`src/hdl/kst_pkg.sv`:
```
package kst_pkg;

    localparam logic [7:0] SC_BACKSPACE  = 8'h0E;
    localparam logic [7:0] SC_ENTER      = 8'h1C;
    localparam logic [7:0] SC_LSHIFT     = 8'h2A;
    localparam logic [7:0] SC_RSHIFT     = 8'h36;
    localparam logic [7:0] SC_LSHIFT_BRK = 8'hAA;
    localparam logic [7:0] SC_RSHIFT_BRK = 8'hB6;
    localparam logic [7:0] SC_CAPS_LOCK  = 8'h3A;
    localparam logic [7:0] SC_NUM_LOCK   = 8'h45;
    localparam logic [7:0] SC_SCRL_LOCK  = 8'h46;
    localparam logic [7:0] SC_ACK        = 8'hFA;
    localparam logic [7:0] SC_RESEND     = 8'hFE;

    localparam logic [7:0] CMD_SET_LEDS  = 8'hED;

    localparam logic [7:0] CH_BACKSPACE  = 8'h08;
    localparam logic [7:0] CH_NEWLINE    = 8'h0A;
    localparam logic [7:0] CH_UPPER_A    = 8'h41;
    localparam logic [7:0] CH_UPPER_Z    = 8'h5A;
    localparam logic [7:0] CH_CASE_DIFF  = 8'h20;

    localparam logic [2:0] LED_CAPS      = 3'b100;
    localparam logic [2:0] LED_NUM       = 3'b010;
    localparam logic [2:0] LED_SCROLL    = 3'b001;

    localparam logic KIND_CHAR = 1'b0;
    localparam logic KIND_CMD  = 1'b1;

    localparam int RQ_DEPTH = 4;
    localparam int RQ_PW    = 2;
    localparam int RQ_CW    = 3;

    typedef struct packed {
        logic       kind;
        logic [7:0] code;
        logic       last;
    } result_t;

    typedef struct packed {
        logic [1:0] count;
        result_t    entry0;
        result_t    entry1;
    } result_push_t;

    localparam logic [7:0] PLAIN_MAP [0:127] = '{
        8'h00, 8'h00, 8'h31, 8'h32, 8'h33, 8'h34, 8'h35, 8'h36,
        8'h37, 8'h38, 8'h39, 8'h30, 8'h2D, 8'h5E, 8'h00, 8'h00,
        8'h51, 8'h57, 8'h45, 8'h52, 8'h54, 8'h59, 8'h55, 8'h49,
        8'h4F, 8'h50, 8'h40, 8'h5B, 8'h00, 8'h00, 8'h41, 8'h53,
        8'h44, 8'h46, 8'h47, 8'h48, 8'h4A, 8'h4B, 8'h4C, 8'h3B,
        8'h3A, 8'h00, 8'h00, 8'h5D, 8'h5A, 8'h58, 8'h43, 8'h56,
        8'h42, 8'h4E, 8'h4D, 8'h2C, 8'h2E, 8'h2F, 8'h00, 8'h2A,
        8'h00, 8'h20, 8'h00, 8'h00, 8'h00, 8'h00, 8'h00, 8'h00,
        8'h00, 8'h00, 8'h00, 8'h00, 8'h00, 8'h00, 8'h00, 8'h37,
        8'h38, 8'h39, 8'h2D, 8'h34, 8'h35, 8'h36, 8'h2B, 8'h31,
        8'h32, 8'h33, 8'h30, 8'h2E, 8'h00, 8'h00, 8'h00, 8'h00,
        8'h00, 8'h00, 8'h00, 8'h00, 8'h00, 8'h00, 8'h00, 8'h00,
        8'h00, 8'h00, 8'h00, 8'h00, 8'h00, 8'h00, 8'h00, 8'h00,
        8'h00, 8'h00, 8'h00, 8'h00, 8'h00, 8'h00, 8'h00, 8'h00,
        8'h00, 8'h00, 8'h00, 8'h5C, 8'h00, 8'h00, 8'h00, 8'h00,
        8'h00, 8'h00, 8'h00, 8'h00, 8'h00, 8'h5C, 8'h00, 8'h00
    };

    localparam logic [7:0] SHIFTED_MAP [0:127] = '{
        8'h00, 8'h00, 8'h21, 8'h22, 8'h23, 8'h24, 8'h25, 8'h26,
        8'h27, 8'h28, 8'h29, 8'h7E, 8'h2D, 8'h5E, 8'h00, 8'h00,
        8'h51, 8'h57, 8'h45, 8'h52, 8'h54, 8'h59, 8'h55, 8'h49,
        8'h4F, 8'h50, 8'h60, 8'h7B, 8'h00, 8'h00, 8'h41, 8'h53,
        8'h44, 8'h46, 8'h47, 8'h48, 8'h4A, 8'h4B, 8'h4C, 8'h2B,
        8'h2A, 8'h00, 8'h00, 8'h7D, 8'h5A, 8'h58, 8'h43, 8'h56,
        8'h42, 8'h4E, 8'h4D, 8'h3C, 8'h3E, 8'h3F, 8'h00, 8'h2A,
        8'h00, 8'h20, 8'h00, 8'h00, 8'h00, 8'h00, 8'h00, 8'h00,
        8'h00, 8'h00, 8'h00, 8'h00, 8'h00, 8'h00, 8'h00, 8'h37,
        8'h38, 8'h39, 8'h2D, 8'h34, 8'h35, 8'h36, 8'h2B, 8'h31,
        8'h32, 8'h33, 8'h30, 8'h2E, 8'h00, 8'h00, 8'h00, 8'h00,
        8'h00, 8'h00, 8'h00, 8'h00, 8'h00, 8'h00, 8'h00, 8'h00,
        8'h00, 8'h00, 8'h00, 8'h00, 8'h00, 8'h00, 8'h00, 8'h00,
        8'h00, 8'h00, 8'h00, 8'h00, 8'h00, 8'h00, 8'h00, 8'h00,
        8'h00, 8'h00, 8'h00, 8'h5F, 8'h00, 8'h00, 8'h00, 8'h00,
        8'h00, 8'h00, 8'h00, 8'h00, 8'h00, 8'h7C, 8'h00, 8'h00
    };

endpackage

```
`src/hdl/kst_front.sv`:
```
module kst_front #(
    parameter int CMD_QUEUE_DEPTH = 8
) (
    input  logic                  aclk,
    input  logic                  aresetn,
    input  logic                  cfg_wr_en,
    input  logic [2:0]            cfg_wr_data,
    input  logic                  in_valid,
    input  logic                  in_ready,
    input  logic [7:0]            scancode,
    output kst_pkg::result_push_t push
);
    import kst_pkg::*;

    localparam int PW = (CMD_QUEUE_DEPTH > 1) ? $clog2(CMD_QUEUE_DEPTH) : 1;
    localparam int CW = $clog2(CMD_QUEUE_DEPTH + 1);
    localparam int SW = CW + 1;
    localparam logic [SW-1:0] DEPTH_S = SW'(CMD_QUEUE_DEPTH);

    function automatic logic [PW-1:0] wrap_add(input logic [PW-1:0] a, input logic [CW-1:0] b);
        logic [SW-1:0] sum;
        sum = SW'(a) + SW'(b);
        if (sum >= DEPTH_S) begin
            sum = sum - DEPTH_S;
        end
        return sum[PW-1:0];
    endfunction

    logic [1:0]    shift_held_reg, shift_held_next;
    logic [2:0]    lock_leds_reg, lock_leds_next;
    logic          awaiting_ack_reg, awaiting_ack_next;
    logic [7:0]    sent_byte_reg, sent_byte_next;
    logic [PW-1:0] cmd_head_reg, cmd_head_next;
    logic [CW-1:0] cmd_count_reg, cmd_count_next;
    logic [7:0]    cmd_queue_reg [CMD_QUEUE_DEPTH];

    logic          go;
    logic          shift_any;
    logic [7:0]    map_ch;
    logic [7:0]    ch;
    logic          char_valid;
    logic [2:0]    lock_bit;
    logic [2:0]    leds_new;
    logic          push_first;
    logic          push_second;
    logic [PW-1:0] pos0;
    logic [PW-1:0] pos1;
    logic          awaiting_mid;
    logic [CW-1:0] count_mid;
    logic          pop;
    logic [7:0]    pop_byte;
    logic          resend;
    logic          cmd_valid;
    logic [7:0]    cmd_byte;

    assign go = in_valid && in_ready;

    always_comb begin
        shift_any = shift_held_reg != 2'b00;
        if (scancode[7]) begin
            map_ch = 8'h00;
        end else if (shift_any) begin
            map_ch = SHIFTED_MAP[scancode[6:0]];
        end else begin
            map_ch = PLAIN_MAP[scancode[6:0]];
        end
        ch = map_ch;
        if ((map_ch inside {[CH_UPPER_A:CH_UPPER_Z]}) && (lock_leds_reg[2] == shift_any)) begin
            ch = map_ch + CH_CASE_DIFF;
        end
        if (scancode == SC_BACKSPACE) begin
            ch = CH_BACKSPACE;
        end else if (scancode == SC_ENTER) begin
            ch = CH_NEWLINE;
        end
        char_valid = ch != 8'h00;

        shift_held_next = shift_held_reg;
        lock_bit = 3'b000;
        case (scancode)
            SC_LSHIFT:     shift_held_next = shift_held_reg | 2'b01;
            SC_RSHIFT:     shift_held_next = shift_held_reg | 2'b10;
            SC_LSHIFT_BRK: shift_held_next = shift_held_reg & 2'b10;
            SC_RSHIFT_BRK: shift_held_next = shift_held_reg & 2'b01;
            SC_CAPS_LOCK:  lock_bit = LED_CAPS;
            SC_NUM_LOCK:   lock_bit = LED_NUM;
            SC_SCRL_LOCK:  lock_bit = LED_SCROLL;
            default:       lock_bit = 3'b000;
        endcase
        leds_new = lock_leds_reg ^ lock_bit;

        push_first  = (lock_bit != 3'b000) && (SW'(cmd_count_reg) < DEPTH_S);
        push_second = (lock_bit != 3'b000) && ((SW'(cmd_count_reg) + SW'(1)) < DEPTH_S);
        pos0 = wrap_add(cmd_head_reg, cmd_count_reg);
        pos1 = wrap_add(pos0, CW'(1));

        awaiting_mid = (scancode == SC_ACK) ? 1'b0 : awaiting_ack_reg;
        count_mid = cmd_count_reg + CW'(push_first) + CW'(push_second);
        pop = (count_mid != '0) && !awaiting_mid;
        pop_byte = (cmd_count_reg != '0) ? cmd_queue_reg[cmd_head_reg] : CMD_SET_LEDS;
        resend = (scancode == SC_RESEND) && awaiting_ack_reg;

        cmd_valid = resend || pop;
        cmd_byte = resend ? sent_byte_reg : pop_byte;

        push.entry0 = '{kind: KIND_CMD, code: cmd_byte, last: 1'b1};
        push.entry1 = '{kind: KIND_CMD, code: cmd_byte, last: 1'b1};
        if (char_valid) begin
            push.entry0 = '{kind: KIND_CHAR, code: ch, last: !cmd_valid};
        end
        if (!go) begin
            push.count = 2'd0;
        end else begin
            push.count = 2'(char_valid) + 2'(cmd_valid);
        end

        lock_leds_next    = leds_new;
        awaiting_ack_next = pop ? 1'b1 : awaiting_mid;
        sent_byte_next    = pop ? pop_byte : sent_byte_reg;
        cmd_head_next     = pop ? wrap_add(cmd_head_reg, CW'(1)) : cmd_head_reg;
        cmd_count_next    = count_mid - CW'(pop);
    end

    always_ff @(posedge aclk) begin
        if (!aresetn) begin
            shift_held_reg   <= 2'b00;
            lock_leds_reg    <= 3'b000;
            awaiting_ack_reg <= 1'b0;
            sent_byte_reg    <= 8'h00;
            cmd_head_reg     <= '0;
            cmd_count_reg    <= CW'(2);
        end else if (cfg_wr_en) begin
            lock_leds_reg    <= cfg_wr_data;
            awaiting_ack_reg <= 1'b0;
            cmd_head_reg     <= '0;
            cmd_count_reg    <= CW'(2);
        end else if (go) begin
            shift_held_reg   <= shift_held_next;
            lock_leds_reg    <= lock_leds_next;
            awaiting_ack_reg <= awaiting_ack_next;
            sent_byte_reg    <= sent_byte_next;
            cmd_head_reg     <= cmd_head_next;
            cmd_count_reg    <= cmd_count_next;
        end
    end

    always_ff @(posedge aclk) begin
        if (!aresetn) begin
            cmd_queue_reg[0] <= CMD_SET_LEDS;
            cmd_queue_reg[1] <= 8'h00;
        end else if (cfg_wr_en) begin
            cmd_queue_reg[0] <= CMD_SET_LEDS;
            cmd_queue_reg[1] <= {5'b00000, cfg_wr_data};
        end else if (go) begin
            if (push_first) begin
                cmd_queue_reg[pos0] <= CMD_SET_LEDS;
            end
            if (push_second) begin
                cmd_queue_reg[pos1] <= {5'b00000, leds_new};
            end
        end
    end

`ifndef SYNTHESIS
    a_count_bound: assert property (@(posedge aclk) disable iff (!aresetn)
        SW'(cmd_count_reg) <= DEPTH_S)
        else $error("command queue count beyond depth");

    a_pair_last: assert property (@(posedge aclk) disable iff (!aresetn)
        push.count == 2'd2 |-> !push.entry0.last && push.entry1.last
            && push.entry0.kind == KIND_CHAR && push.entry1.kind == KIND_CMD)
        else $error("two-result request badly ordered");

    a_ack_clears: assert property (@(posedge aclk) disable iff (!aresetn)
        go && !cfg_wr_en && scancode == SC_ACK && cmd_count_reg == '0 |=> !awaiting_ack_reg)
        else $error("ack with empty queue left a wait pending");
`endif

endmodule

```
`src/hdl/kst_result_queue.sv`:
```
module kst_result_queue (
    input  logic                  aclk,
    input  logic                  aresetn,
    input  kst_pkg::result_push_t push,
    output logic                  space_ok,
    output logic                  m_valid,
    input  logic                  m_ready,
    output logic                  m_kind,
    output logic [7:0]            m_code,
    output logic                  m_last
);
    import kst_pkg::*;

    result_t          rq_reg [RQ_DEPTH];
    logic [RQ_PW-1:0] head_reg, head_next;
    logic [RQ_PW-1:0] tail_reg, tail_next;
    logic [RQ_CW-1:0] count_reg, count_next;
    logic             pop;

    assign space_ok = count_reg <= RQ_CW'(RQ_DEPTH - 2);
    assign m_valid  = count_reg != '0;
    assign m_kind   = rq_reg[head_reg].kind;
    assign m_code   = rq_reg[head_reg].code;
    assign m_last   = rq_reg[head_reg].last;
    assign pop      = m_valid && m_ready;

    always_comb begin
        head_next  = head_reg + RQ_PW'(pop);
        tail_next  = tail_reg + RQ_PW'(push.count);
        count_next = count_reg + RQ_CW'(push.count) - RQ_CW'(pop);
    end

    always_ff @(posedge aclk) begin
        if (!aresetn) begin
            head_reg  <= '0;
            tail_reg  <= '0;
            count_reg <= '0;
        end else begin
            head_reg  <= head_next;
            tail_reg  <= tail_next;
            count_reg <= count_next;
        end
    end

    always_ff @(posedge aclk) begin
        if (push.count != 2'd0) begin
            rq_reg[tail_reg] <= push.entry0;
        end
        if (push.count == 2'd2) begin
            rq_reg[tail_reg + RQ_PW'(1)] <= push.entry1;
        end
    end

`ifndef SYNTHESIS
    a_no_overflow: assert property (@(posedge aclk) disable iff (!aresetn)
        push.count != 2'd0 |-> RQ_CW'(RQ_DEPTH) - count_reg >= RQ_CW'(push.count))
        else $error("result queue overflow");
`endif

endmodule

```
`src/hdl/keyboard_scancode_translator.sv`:
```
// Translates raw scan code set 1 bytes into character codes and keyboard command
// bytes. Each accepted scancode is decoded combinationally: shift and lock keys update
// their state, lock keys queue an LED command pair (0xED, LED byte), and at most one
// character plus one command byte come out, in that order, with m_last on the final
// one. Command bytes go out one at a time, each waiting for 0xFA; 0xFE repeats the
// byte in flight. A write on cfg_wr_en sets the lock LEDs and restarts the command
// queue with the LED pair; write only while idle. The block accepts one scancode per
// cycle while each yields at most one result and m_ready stays high; the two results
// of one scancode leave through the single output port one after the other, and
// s_ready drops while the four-entry result queue has fewer than two free slots.
// Command bytes that find the queue of CMD_QUEUE_DEPTH entries full are dropped.
module keyboard_scancode_translator #(
    parameter int CMD_QUEUE_DEPTH = 8
) (
    input  logic       aclk,
    input  logic       aresetn,
    input  logic       cfg_wr_en,
    input  logic [2:0] cfg_wr_data,
    input  logic       s_valid,
    output logic       s_ready,
    input  logic [7:0] s_scancode,
    output logic       m_valid,
    input  logic       m_ready,
    output logic       m_kind,
    output logic [7:0] m_code,
    output logic       m_last
);
    import kst_pkg::*;

    result_push_t push;

    kst_front #(
        .CMD_QUEUE_DEPTH(CMD_QUEUE_DEPTH)
    ) u_front (
        .aclk       (aclk),
        .aresetn    (aresetn),
        .cfg_wr_en  (cfg_wr_en),
        .cfg_wr_data(cfg_wr_data),
        .in_valid   (s_valid),
        .in_ready   (s_ready),
        .scancode   (s_scancode),
        .push       (push)
    );

    kst_result_queue u_result_queue (
        .aclk    (aclk),
        .aresetn (aresetn),
        .push    (push),
        .space_ok(s_ready),
        .m_valid (m_valid),
        .m_ready (m_ready),
        .m_kind  (m_kind),
        .m_code  (m_code),
        .m_last  (m_last)
    );

endmodule

```
`config.mk`:
```
export PLATFORM = sky130hd
export DESIGN_NAME = keyboard_scancode_translator
export DESIGN_NICKNAME = d
export VERILOG_FILES = /design/src/hdl/kst_pkg.sv /design/src/hdl/kst_front.sv /design/src/hdl/kst_result_queue.sv /design/src/hdl/keyboard_scancode_translator.sv
export SDC_FILE = /design/constraint.sdc
export NUM_CORES = 1
export LEC_CHECK = 0
export BUFFER_PORTS_ARGS = -buffer_cell sky130_fd_sc_hd__buf_2
export CAP_MARGIN = 20
export CORE_MARGIN = 10
export CORE_UTILIZATION = 35
export DETAILED_ROUTE_END_ITERATION = 10
export PLACE_DENSITY = 0.59
export SLEW_MARGIN = 20
export SYNTH_ARGS = -nofsm -noshare
export SYNTH_HDL_FRONTEND = slang
export SYNTH_HIERARCHICAL = 1
export SYNTH_SLANG_ARGS = --single-unit
```
`constraint.sdc`:
```
create_clock -name aclk -period 6 [get_ports aclk]
set_clock_uncertainty 0.05 [all_clocks]
set_input_delay 0.9 -clock aclk [delete_from_list [all_inputs] [get_ports aclk]]
set_output_delay 0.9 -clock aclk [all_outputs]
set_load 0.02 [all_outputs]
```
==> Yosys cells after proc, flatten, opt, wreduce, memory -nomap -nowiden <==
Memories as Yosys holds them, arrays and structs flattened. A register that Yosys moved wholly into a read port is not among the register bits.
Index checks and enable logic that the tools add are counted.
Widths: inputs -> output; s select.
{ "totals": {"reg_bits": 28, "mem_count": 4, "wordCells": 142, "mem_bits_rw": 96, "out_inout_bits": 12, "in_bits": 16, "rom_bits": 2048} }
{ "op_classes": {"add_sub_neg": 17, "n_lt_le_gt_ge": 9, "bitwise": 10, "muxes": 51, "reduce_logical": 28, "eq_ne": 13} }
{ "mem_list": {"columns": ["name", "words", "word_bits", "rd", "rd_clocked_by_memory_dff", "write_ports", "line", "source"], "rows": [
  ["(name not given)", 128, 8, 1, 0, 0, "kst_front.sv:63", "map_ch = SHIFTED_MAP[scancode[6:0]];"],
  ["(name not given)", 128, 8, 1, 0, 0, "kst_front.sv:65", "map_ch = PLAIN_MAP[scancode[6:0]];"],
  ["u_front.cmd_queue_reg", 8, 7, 1, 1, 2, "kst_front.sv:35", "logic [7:0] cmd_queue_reg [CMD_QUEUE_DEPTH];"],
  ["u_result_queue.rq_reg", 4, 10, 1, 1, 2, "kst_result_queue.sv:14", "result_t rq_reg [RQ_DEPTH];"]
]} }
{ "ops": {"columns": ["cell", "count"], "rows": [
  ["$mux 8", 11],
  ["$eq 8x8->1 const B", 4],
  ["$mux 7", 4],
  ["$mux 3", 9],
  ["$eq 8x6->1 const B", 3],
  ["$mux 1", 22],
  ["$eq 8x7->1 const B", 2],
  ["$reduce_or 7->1", 2],
  ["$mux 10", 1],
  ["$reduce_and 5->1", 2],
  ["$reduce_bool 2->1", 5],
  ["$pmux 3 s3", 1],
  ["$sub 3x1->3 const B", 3],
  ["$add 3x1->4 const B", 2],
  ["$add 4x1->4", 2],
  ["$add 8x6->8 const B", 1],
  ["$eq 8x4->1 const B", 1],
  ["$eq 8x5->1 const B", 1],
  ["$ge 4x4->1 const B", 2],
  ["$ge 8x7->1 const B", 1],
  ["$ge 8x8->1 const B", 1],
  ["$le 8x7->1 const B", 1],
  ["$logic_and 1x1->1", 8],
  ["$not 7->8", 1],
  ["28 further kinds", 38]
]} }

==> Depth between registers and ports, before layout <==
Gate-level depths: netlist of the first run.
{ "logic_depth": {"word_depth": 18, "depth_mapped": 24, "ltp_nobuf": 22} }

==> Hierarchy <==
Netlist of the first run, hierarchy kept.
{ "by_module_without_submodules": {"columns": ["module", "area_each_um2", "cells_each", "n_inst", "seq_area_each_um2"], "rows": [
  ["kst_front", 4380.5, 527, 1, 1281.2],
  ["kst_result_queue", 2498.6, 142, 1, 1341.3]
]} }

==> Least setup slack after synthesis of the first run <==
OpenSTA, ideal clock, no wires.
{ "synth_path": {"path_kind": "input to register", "from": "input s_scancode[0]", "to": "memory u_result_queue/rq_reg[0][0] (netlist name), enable pin", "setup_ns": 0.393, "required_ns": 5.557, "arrival_ns": 5.426, "n_path_buf": 1, "cell_stages": 18, "setup_slack_ns": 0.130, "cell_sequence": "inv_1 -> ha_1 -> clkbuf_1 -> nand3b_1 -> or4_1 -> a21oi_2 -> and2_1 -> fa_1 -> ha_1 -> nand2_1 -> nor3_1 -> o211ai_1 -> a21boi_1 -> or2_2 -> ha_1 -> and3_1 -> nor2_1 -> o31ai_1"} }
{ "synth_lines": {"columns": ["item", "line", "source"], "rows": [
  ["start: declaration", "keyboard_scancode_translator.sv:21", "input logic [7:0] s_scancode,"],
  ["end: declaration", "kst_result_queue.sv:14", null]
]} }

==> results of run 1 <==
[stage by stage]
stage | std cells | setup slack [ps] | cell area, um2 | utilization (%) | hold WS [ps]
6_report | 956 | 599 | 7640 | 39.4 | 407
5_1_grt | 956 | 292 | 7640 | 39.4 | 419
4_1_cts | 956 | 583 | 7640 | 39.4 | 408
3_5_place_dp | 940 | 228 | 7270 | 37.5 | 391
3_3_place_gp | 940 | 279 | 7270 | 37.5 | 384
2_1_floorplan | 670 | 130 | 6880 | - | 373
[routing by layer]
layer,GRT usage (%),wire (um),part of all wire (%)
met4,4.26,266,1.6
met5,0,0,0
met2,21.1,8140,49
met1,15.7,7350,44
met3,2.24,880,5.3
[area by class of cell]
type	instances	area, um2
clock inverters	6	136
flip-flops and latches	99	2620
fillers	1955	11800
multi-input cells	499	3900
repair buffers	52	323
clock buffers	10	229
inverters	25	93.8
well taps	265	332
[logic make-up (layout without fill, tap and decap cells)]
kind of cell | after synthesis | count (layout)
AOI/OAI and AO/OA | 143 | 143
xor gates and xnor gates | 17 | 17
adders and majority gates | 25 | 25
buffers and inverters | 72 | 93
DFF | 99 | 99
muxes | 77 | 77
other | 2 | 3
and+or+nand+nor | 234 | 234
[worst min-delay path, stage by stage (launching register included)]
cell,delay (ps)
dfxtp_1,310
inv_1,40
a21boi_0,60
[power by group through the flow]
stage                     Combinational [W]  Sequential, W  Clock (W)
after floorplan                    0.000556       0.000883          0
after global placement             0.000699       0.000921          0
after detailed placement           0.000702       0.000924          0
after CTS                          0.000706       0.000909   0.000720
after global routing               0.000765       0.000921   0.000741
final                              0.000698       0.000906   0.000703
[layout by cell type (no fill, tap or decap), drive strengths merged, types with 6 or more instances in the layout]
cell and n:
edfxtp 64, nand2 61, buf 52, mux2 49, nor2 41, o21ai 39
dfxtp 35, inv 26, a21oi 25, ha 22, mux4 19, nand3 19
nor2b 17, nand2b 15, and2 15, o211ai 13, a21boi 11, nor3 10
clkbuf 10, mux2i 9, or3 8, xor2 8, xnor2 7, a31oi 7
nand3b 6, nor4 6, and3 6, a211o 6, a211oi 6, nand4 6
[worst max-delay path by stage]
stage | endpoint | depth (start not counted) | slack (ps)
after floorplan | u_result_queue/rq_reg[0][0] | 18 | 130
after global placement | u_result_queue/rq_reg[3][8] | 17 | 280
after detailed placement | u_result_queue/rq_reg[2][1] | 17 | 230
after CTS | u_result_queue/rq_reg[3][1] | 17 | 580
after global routing | u_result_queue/rq_reg[3][1] | 19 | 290
final | u_result_queue/rq_reg[3][1] | 17 | 600
==> flow_summary.toml, run 1 <==
[outcome]
status = "completed"

[power]
clock_power_share_pct = 30.5
power.density_nw_per_um2 = 302
swShare_pct = 30.0
p_leak_nw = 2.87
irDropWorstVdd_mv = 0.139
power.share.combinational_pct = 30.2
intPower_w = 0.00162
fin_total_pwr_w = 0.00231
power_frac_seq_pct = 39.3
p_sw_w = 0.000691

[logic_synthesis]
synth_adder_area_share_pct = 4.87
synth_common_cells = "edfxtp_1 (64), nand2_1 (61), nor2_1 (40), o21ai_0 (38), dfxtp_1 (35)"
synth_ff_type = "edfxtp_1"
synth-seq-cells = 99
yosysTopAreaCellShare_pct = 27.9
syn_inst = 669
yosysWarnings = 6
synth_compound_area_share_pct = 14.2
muxShareOfSynthArea_pct = 16.5
yosysSeqAreaShare_pct = 38.1
yosysMostFrequentCell = "edfxtp_1"
async_reset_ff_share_pct = 0
synth-simple-area-share_pct = 18.4
synth_edf_count = 64
netlist_area_um2 = 6880
synth.top_cells.by_area = "edfxtp_1 (28%), dfxtp_1 (10%), mux4_2 (6.2%), ha_1 (4.0%), mux2_4 (3.9%)"
syn_area_per_cell_um2 = 10.3
synth_top_family_by_area = "simple AND/OR/NAND/NOR gates"
ys_types = 77
synth_xor_area_share_pct = 2.56
yosys.area.top_type = "edfxtp_1"

[timing]
worst_pin_slew_ps = 968
rsz0062_at_grt = "false"
tns_ps = 0
finalSetupViolations = 0
finalCritPeriodShare_pct = 90.0
hold_viol_final = 0
drv_slew = 0
slew_headroom_pct = 34.9
fmax_ghz = 0.185
period_needed_ps = 5400

[cts]
clock_tree.buffer_depth = 2
cts_tree = "yes"
h-tree-depth = 3
clk_pin_slew_ps = 70
post_cts_buffers = 0
root_buffer = "clkbuf_16"
clk_latency_ps = 340
cts_buffers = 9
numClockSinks = 99
ctsHoldBuffers = 0
cts-resized-gates = 0

[floorplan]
ios = 28
dieArea_um2 = 25700
start_util_pct = 35.5
core_um2 = 19400
die_width_um = 160
row_count = 51
fp.dieH_um = 160

[worst_setup_path]
crit_family = "compound AO/OA/AOI/OAI gates"
ff2ff_path_depth = 15
timing.rr.start = "u_front/shift_held_reg[1]"
crit_required_ps = 6050
path_class = "in2reg"
path_common_cell = "ha_1"
crit_start = "s_scancode[1]"
reg2reg_slack_ps = 1340
r2r_end = "u_result_queue/rq_reg[3][1]"
cp_num_buf_inv = 5
slowest_stage = "nor4b_2"
critPathLaunchType = "input port"
crit_path_end_kind = "register"
crit_chain = "buf_2 -> inv_1 -> ha_1 -> and2_1 -> o311ai_0 -> a311o_1 -> inv_1 -> ha_1 -> o31a_1 -> nor4b_2 -> o21ai_0 -> ha_1 -> and3_1 -> buf_4 -> nor4bb_2 -> buf_4 -> mux2_2"
cp.arrival_ps = 5450
cp_max_fo = 13
max_stage_delay_ps = 420

[global_route]
grt_max_degree = 38
grt_use_total_pct = 12.5
grt_pass1_vias = 5014
grt-ovfl-total = 0
antenna_found_initial = 0
grt_pass1_wl_mm = 26.5

[worst_hold_path]
whs_path_depth = 2
holdPathEnd = "u_front/cmd_queue_reg[7][5]"
hp-class = "reg2reg"
min_from = "u_front/cmd_queue_reg[7][5]"

[route]
drt.antenna.violating_nets = 0
via_count = 5162
drt-total-wl_mm = 16.6
vias_per_cell = 5.40
drcViolationCount = 0
drtIter0Drc = 324
first_pass_iters = 5
wl_per_cell_um = 17.4

[place]
gp_congestion = 0.904
io_buffers = 27
dpl.hpwl_mm = 12.2

[final_layout]
area_growth_syn_to_layout_pct = 11.0
finish.net_count = 727
diodes = 0
largest_reg_flops = 40
layout-drive-gt1-share_pct = 20.0

[flow_run]
maxCapViolations = 0
Power figures use the tool's default switching activity.
==> run 2: changes to the inputs <==
--- a/config.mk
+++ b/config.mk
@@ -8,11 +8,10 @@
 export BUFFER_PORTS_ARGS = -buffer_cell sky130_fd_sc_hd__buf_2
 export CAP_MARGIN = 20
 export CORE_MARGIN = 10
-export CORE_UTILIZATION = 35
+export CORE_UTILIZATION = 45
 export DETAILED_ROUTE_END_ITERATION = 10
-export PLACE_DENSITY = 0.59
+export PLACE_DENSITY = 0.68
 export SLEW_MARGIN = 20
 export SYNTH_ARGS = -nofsm -noshare
 export SYNTH_HDL_FRONTEND = slang
-export SYNTH_HIERARCHICAL = 1
 export SYNTH_SLANG_ARGS = --single-unit
==> constraint.sdc (replaced) <==
create_clock -name aclk -period 6.35 [get_ports aclk]
set_clock_uncertainty 0.05 [all_clocks]
set_input_delay 0.9525 -clock aclk [delete_from_list [all_inputs] [get_ports aclk]]
set_output_delay 0.9525 -clock aclk [all_outputs]
set_load 0.02 [all_outputs]
==> run 2 against run 1 <==
Synthesized cell count rose by 2.2%. Final area decreased by 7.7%. Register-to-register slack better by 370 ps. Flip-flop and latch count unchanged. First-iteration DRC count is 96% higher. Sequential share of layout area up 1.7 points. Highest routed layer unchanged.
==> flow_summary.toml, run 2 <==
[outcome]
status = "completed"

[logic_synthesis]
synth_ff_type = "edfxtp_1"
yosysTopAreaCellShare_pct = 25.9
async_reset_ff_share_pct = 0
yosysWarnings = 0
ys_types = 82
netlist_area_um2 = 6480
yosysMostFrequentCell = "nor2_1"
yosys.area.top_type = "edfxtp_1"
synth-seq-cells = 99
syn_area_per_cell_um2 = 9.48
syn_inst = 684
synth_edf_count = 56
yosysSeqAreaShare_pct = 39.2
synth.top_cells.by_area = "edfxtp_1 (26%), dfxtp_1 (13%), mux4_2 (6.9%), ha_1 (4.8%), nor2_1 (3.7%)"
synth_common_cells = "nor2_1 (64), edfxtp_1 (56), nand2_1 (54), dfxtp_1 (43)"
syn-num-nets = 728

[timing]
period_needed_ps = 5850
worst_pin_slew_ps = 781
rsz0062_at_grt = "false"
hold_viol_final = 0
finalSetupViolations = 0
tns_ps = 0
hold_ws_ps = 411
finalCritPeriodShare_pct = 92.2
drv_slew = 0
slew_headroom_pct = 46.5
fmax_ghz = 0.171

[place]
dpl.hpwl_mm = 13.0
io_buffers = 27
gp_congestion = 0.953

[worst_setup_path]
crit_chain = "buf_2 -> or2_1 -> nor4_1 -> o21ai_1 -> a21o_1 -> nand2b_1 -> fa_1 -> inv_1 -> ha_1 -> nand3_1 -> o21a_1 -> o22ai_1 -> and3_1 -> o21ai_0 -> ha_1 -> o21ai_0 -> or3_1 -> nand2b_1 -> a2bb2oi_1"
crit_path_end_kind = "register"
max_stage_delay_ps = 520
critPathLaunchType = "input port"
cp_max_fo = 20
crit_required_ps = 6520
cp.arrival_ps = 6020
path_class = "in2reg"
slowest_stage = "o21ai_0"

[global_route]
grt-ovfl-total = 0
antenna_found_initial = 0
grt_use_total_pct = 17.3
grt_pass1_vias = 5347
grt_pass1_wl_mm = 27.9
grt_max_degree = 36

[flow_run]
maxCapViolations = 0

[final_layout]
finish.net_count = 738
area_growth_syn_to_layout_pct = 8.68
multiInputGateArea_um2 = 3660
final_common_cell = "nor2_1"
final_util_pct = 50.4
nFillCells = 1293
largest_reg_flops = 40
layout-drive-gt1-share_pct = 14.6
area.sequential_um2 = 2540
diodes = 0
layout_common_cells = "nor2_1 (64), edfxtp_1 (56), nand2_1 (54)"

[route]
wl_per_cell_um = 19.7
drtIter0Drc = 635
via_count = 5483
vias_per_cell = 6.24
drt.antenna.violating_nets = 0
drcViolationCount = 0
first_pass_iters = 5
drt-total-wl_mm = 17.3

[floorplan]
start_util_pct = 46.4
core_um2 = 14000
die_width_um = 140
row_count = 43
dieArea_um2 = 19600
fp.dieH_um = 140
ios = 28

[cts]
cts_buffers = 9
h-tree-depth = 3
root_buffer = "clkbuf_16"
clk_pin_slew_ps = 70
ctsHoldBuffers = 0
clk_latency_ps = 350
post_cts_buffers = 0
cts-resized-gates = 0
cts_tree = "yes"
numClockSinks = 99
clock_tree.buffer_depth = 2

[power]
irDropWorstVdd_mv = 0.134
p_leak_nw = 2.58
power.density_nw_per_um2 = 291
fin_total_pwr_w = 0.00205

[worst_hold_path]
hp-class = "reg2reg"
run 2: cell count changes after synthesis, moves of 12 or more:
cell and delta:
a21oi_1 +12, mux2_1 -14, mux2_2 -12, mux2_4 -18, nor2_1 +24, o21ai_1 +23
run 2: report_power, final:
group          internal, W  switching, W
clock network     0.000308      0.000240
logic             0.000262      0.000395
registers         0.000776     0.0000730
run 2: worst paths after layout:
| path | from | endpoint | slack [ps] | cells past startpoint |
|---|---|---|---|---|
| min | u_front.cmd_queue_reg[0][5] | u_front.cmd_queue_reg[0][5] | 410 | 2 |
| max | s_scancode[5] | u_result_queue.rq_reg[0][0] | 500 | 19 |
| max reg2reg | u_front.shift_held_reg[1] | u_result_queue.rq_reg[0][0] | 1710 | 14 |
| min reg2reg | u_front.cmd_queue_reg[0][5] | u_front.cmd_queue_reg[0][5] | 410 | 2 |
run 2: stage by stage:
stage | cells | setup WS [ps] | area [um2]
2_1_floorplan | 684 | 951 | 6480
3_3_place_gp | 863 | 342 | 6750
3_5_place_dp | 863 | 242 | 6750
4_1_cts | 879 | 590 | 7050
5_1_grt | 879 | 73.8 | 7050
6_report | 879 | 497 | 7050
run 2: worst max-delay path, delay by kind of cell:
family                   cells  cell delay (ps)
AND/OR/NAND/NOR              7             2070
buffers and inverters        2              310
adder cells (fa/ha/maj)      3             1110
AO/OA/AOI/OAI                7             1580
run 2: cell type report:
cell class	instances	area share [%]
Clock buffer	11	3.30
Sequential cell	99	36.1
Timing Repair Buffer	36	2.88
Inverter	32	1.70
Multi-Input combinational cell	516	52.0
Tap cell	180	3.20
Clock inverter	5	0.888
run 2: cell families after synthesis:
| logic type | Yosys count | synth area share (%) |
|---|---|---|
| compound gates | 182 | 19.1 |
| buf+inv | 69 | 4.32 |
| flops | 99 | 39.2 |
| mux | 34 | 9.20 |
| xor+xnor | 17 | 2.30 |
| simple gates | 255 | 20.1 |
| fa+ha+maj | 28 | 5.75 |
run 2: metal layers:
layer	vias to the layer above	GRT usage [%]	wire, um
met5	-	0	0
met4	0	5.00	297
met3	31	4.16	1150
met2	205	28.4	8260
met1	2666	22.1	7600
li1	2581	-	-
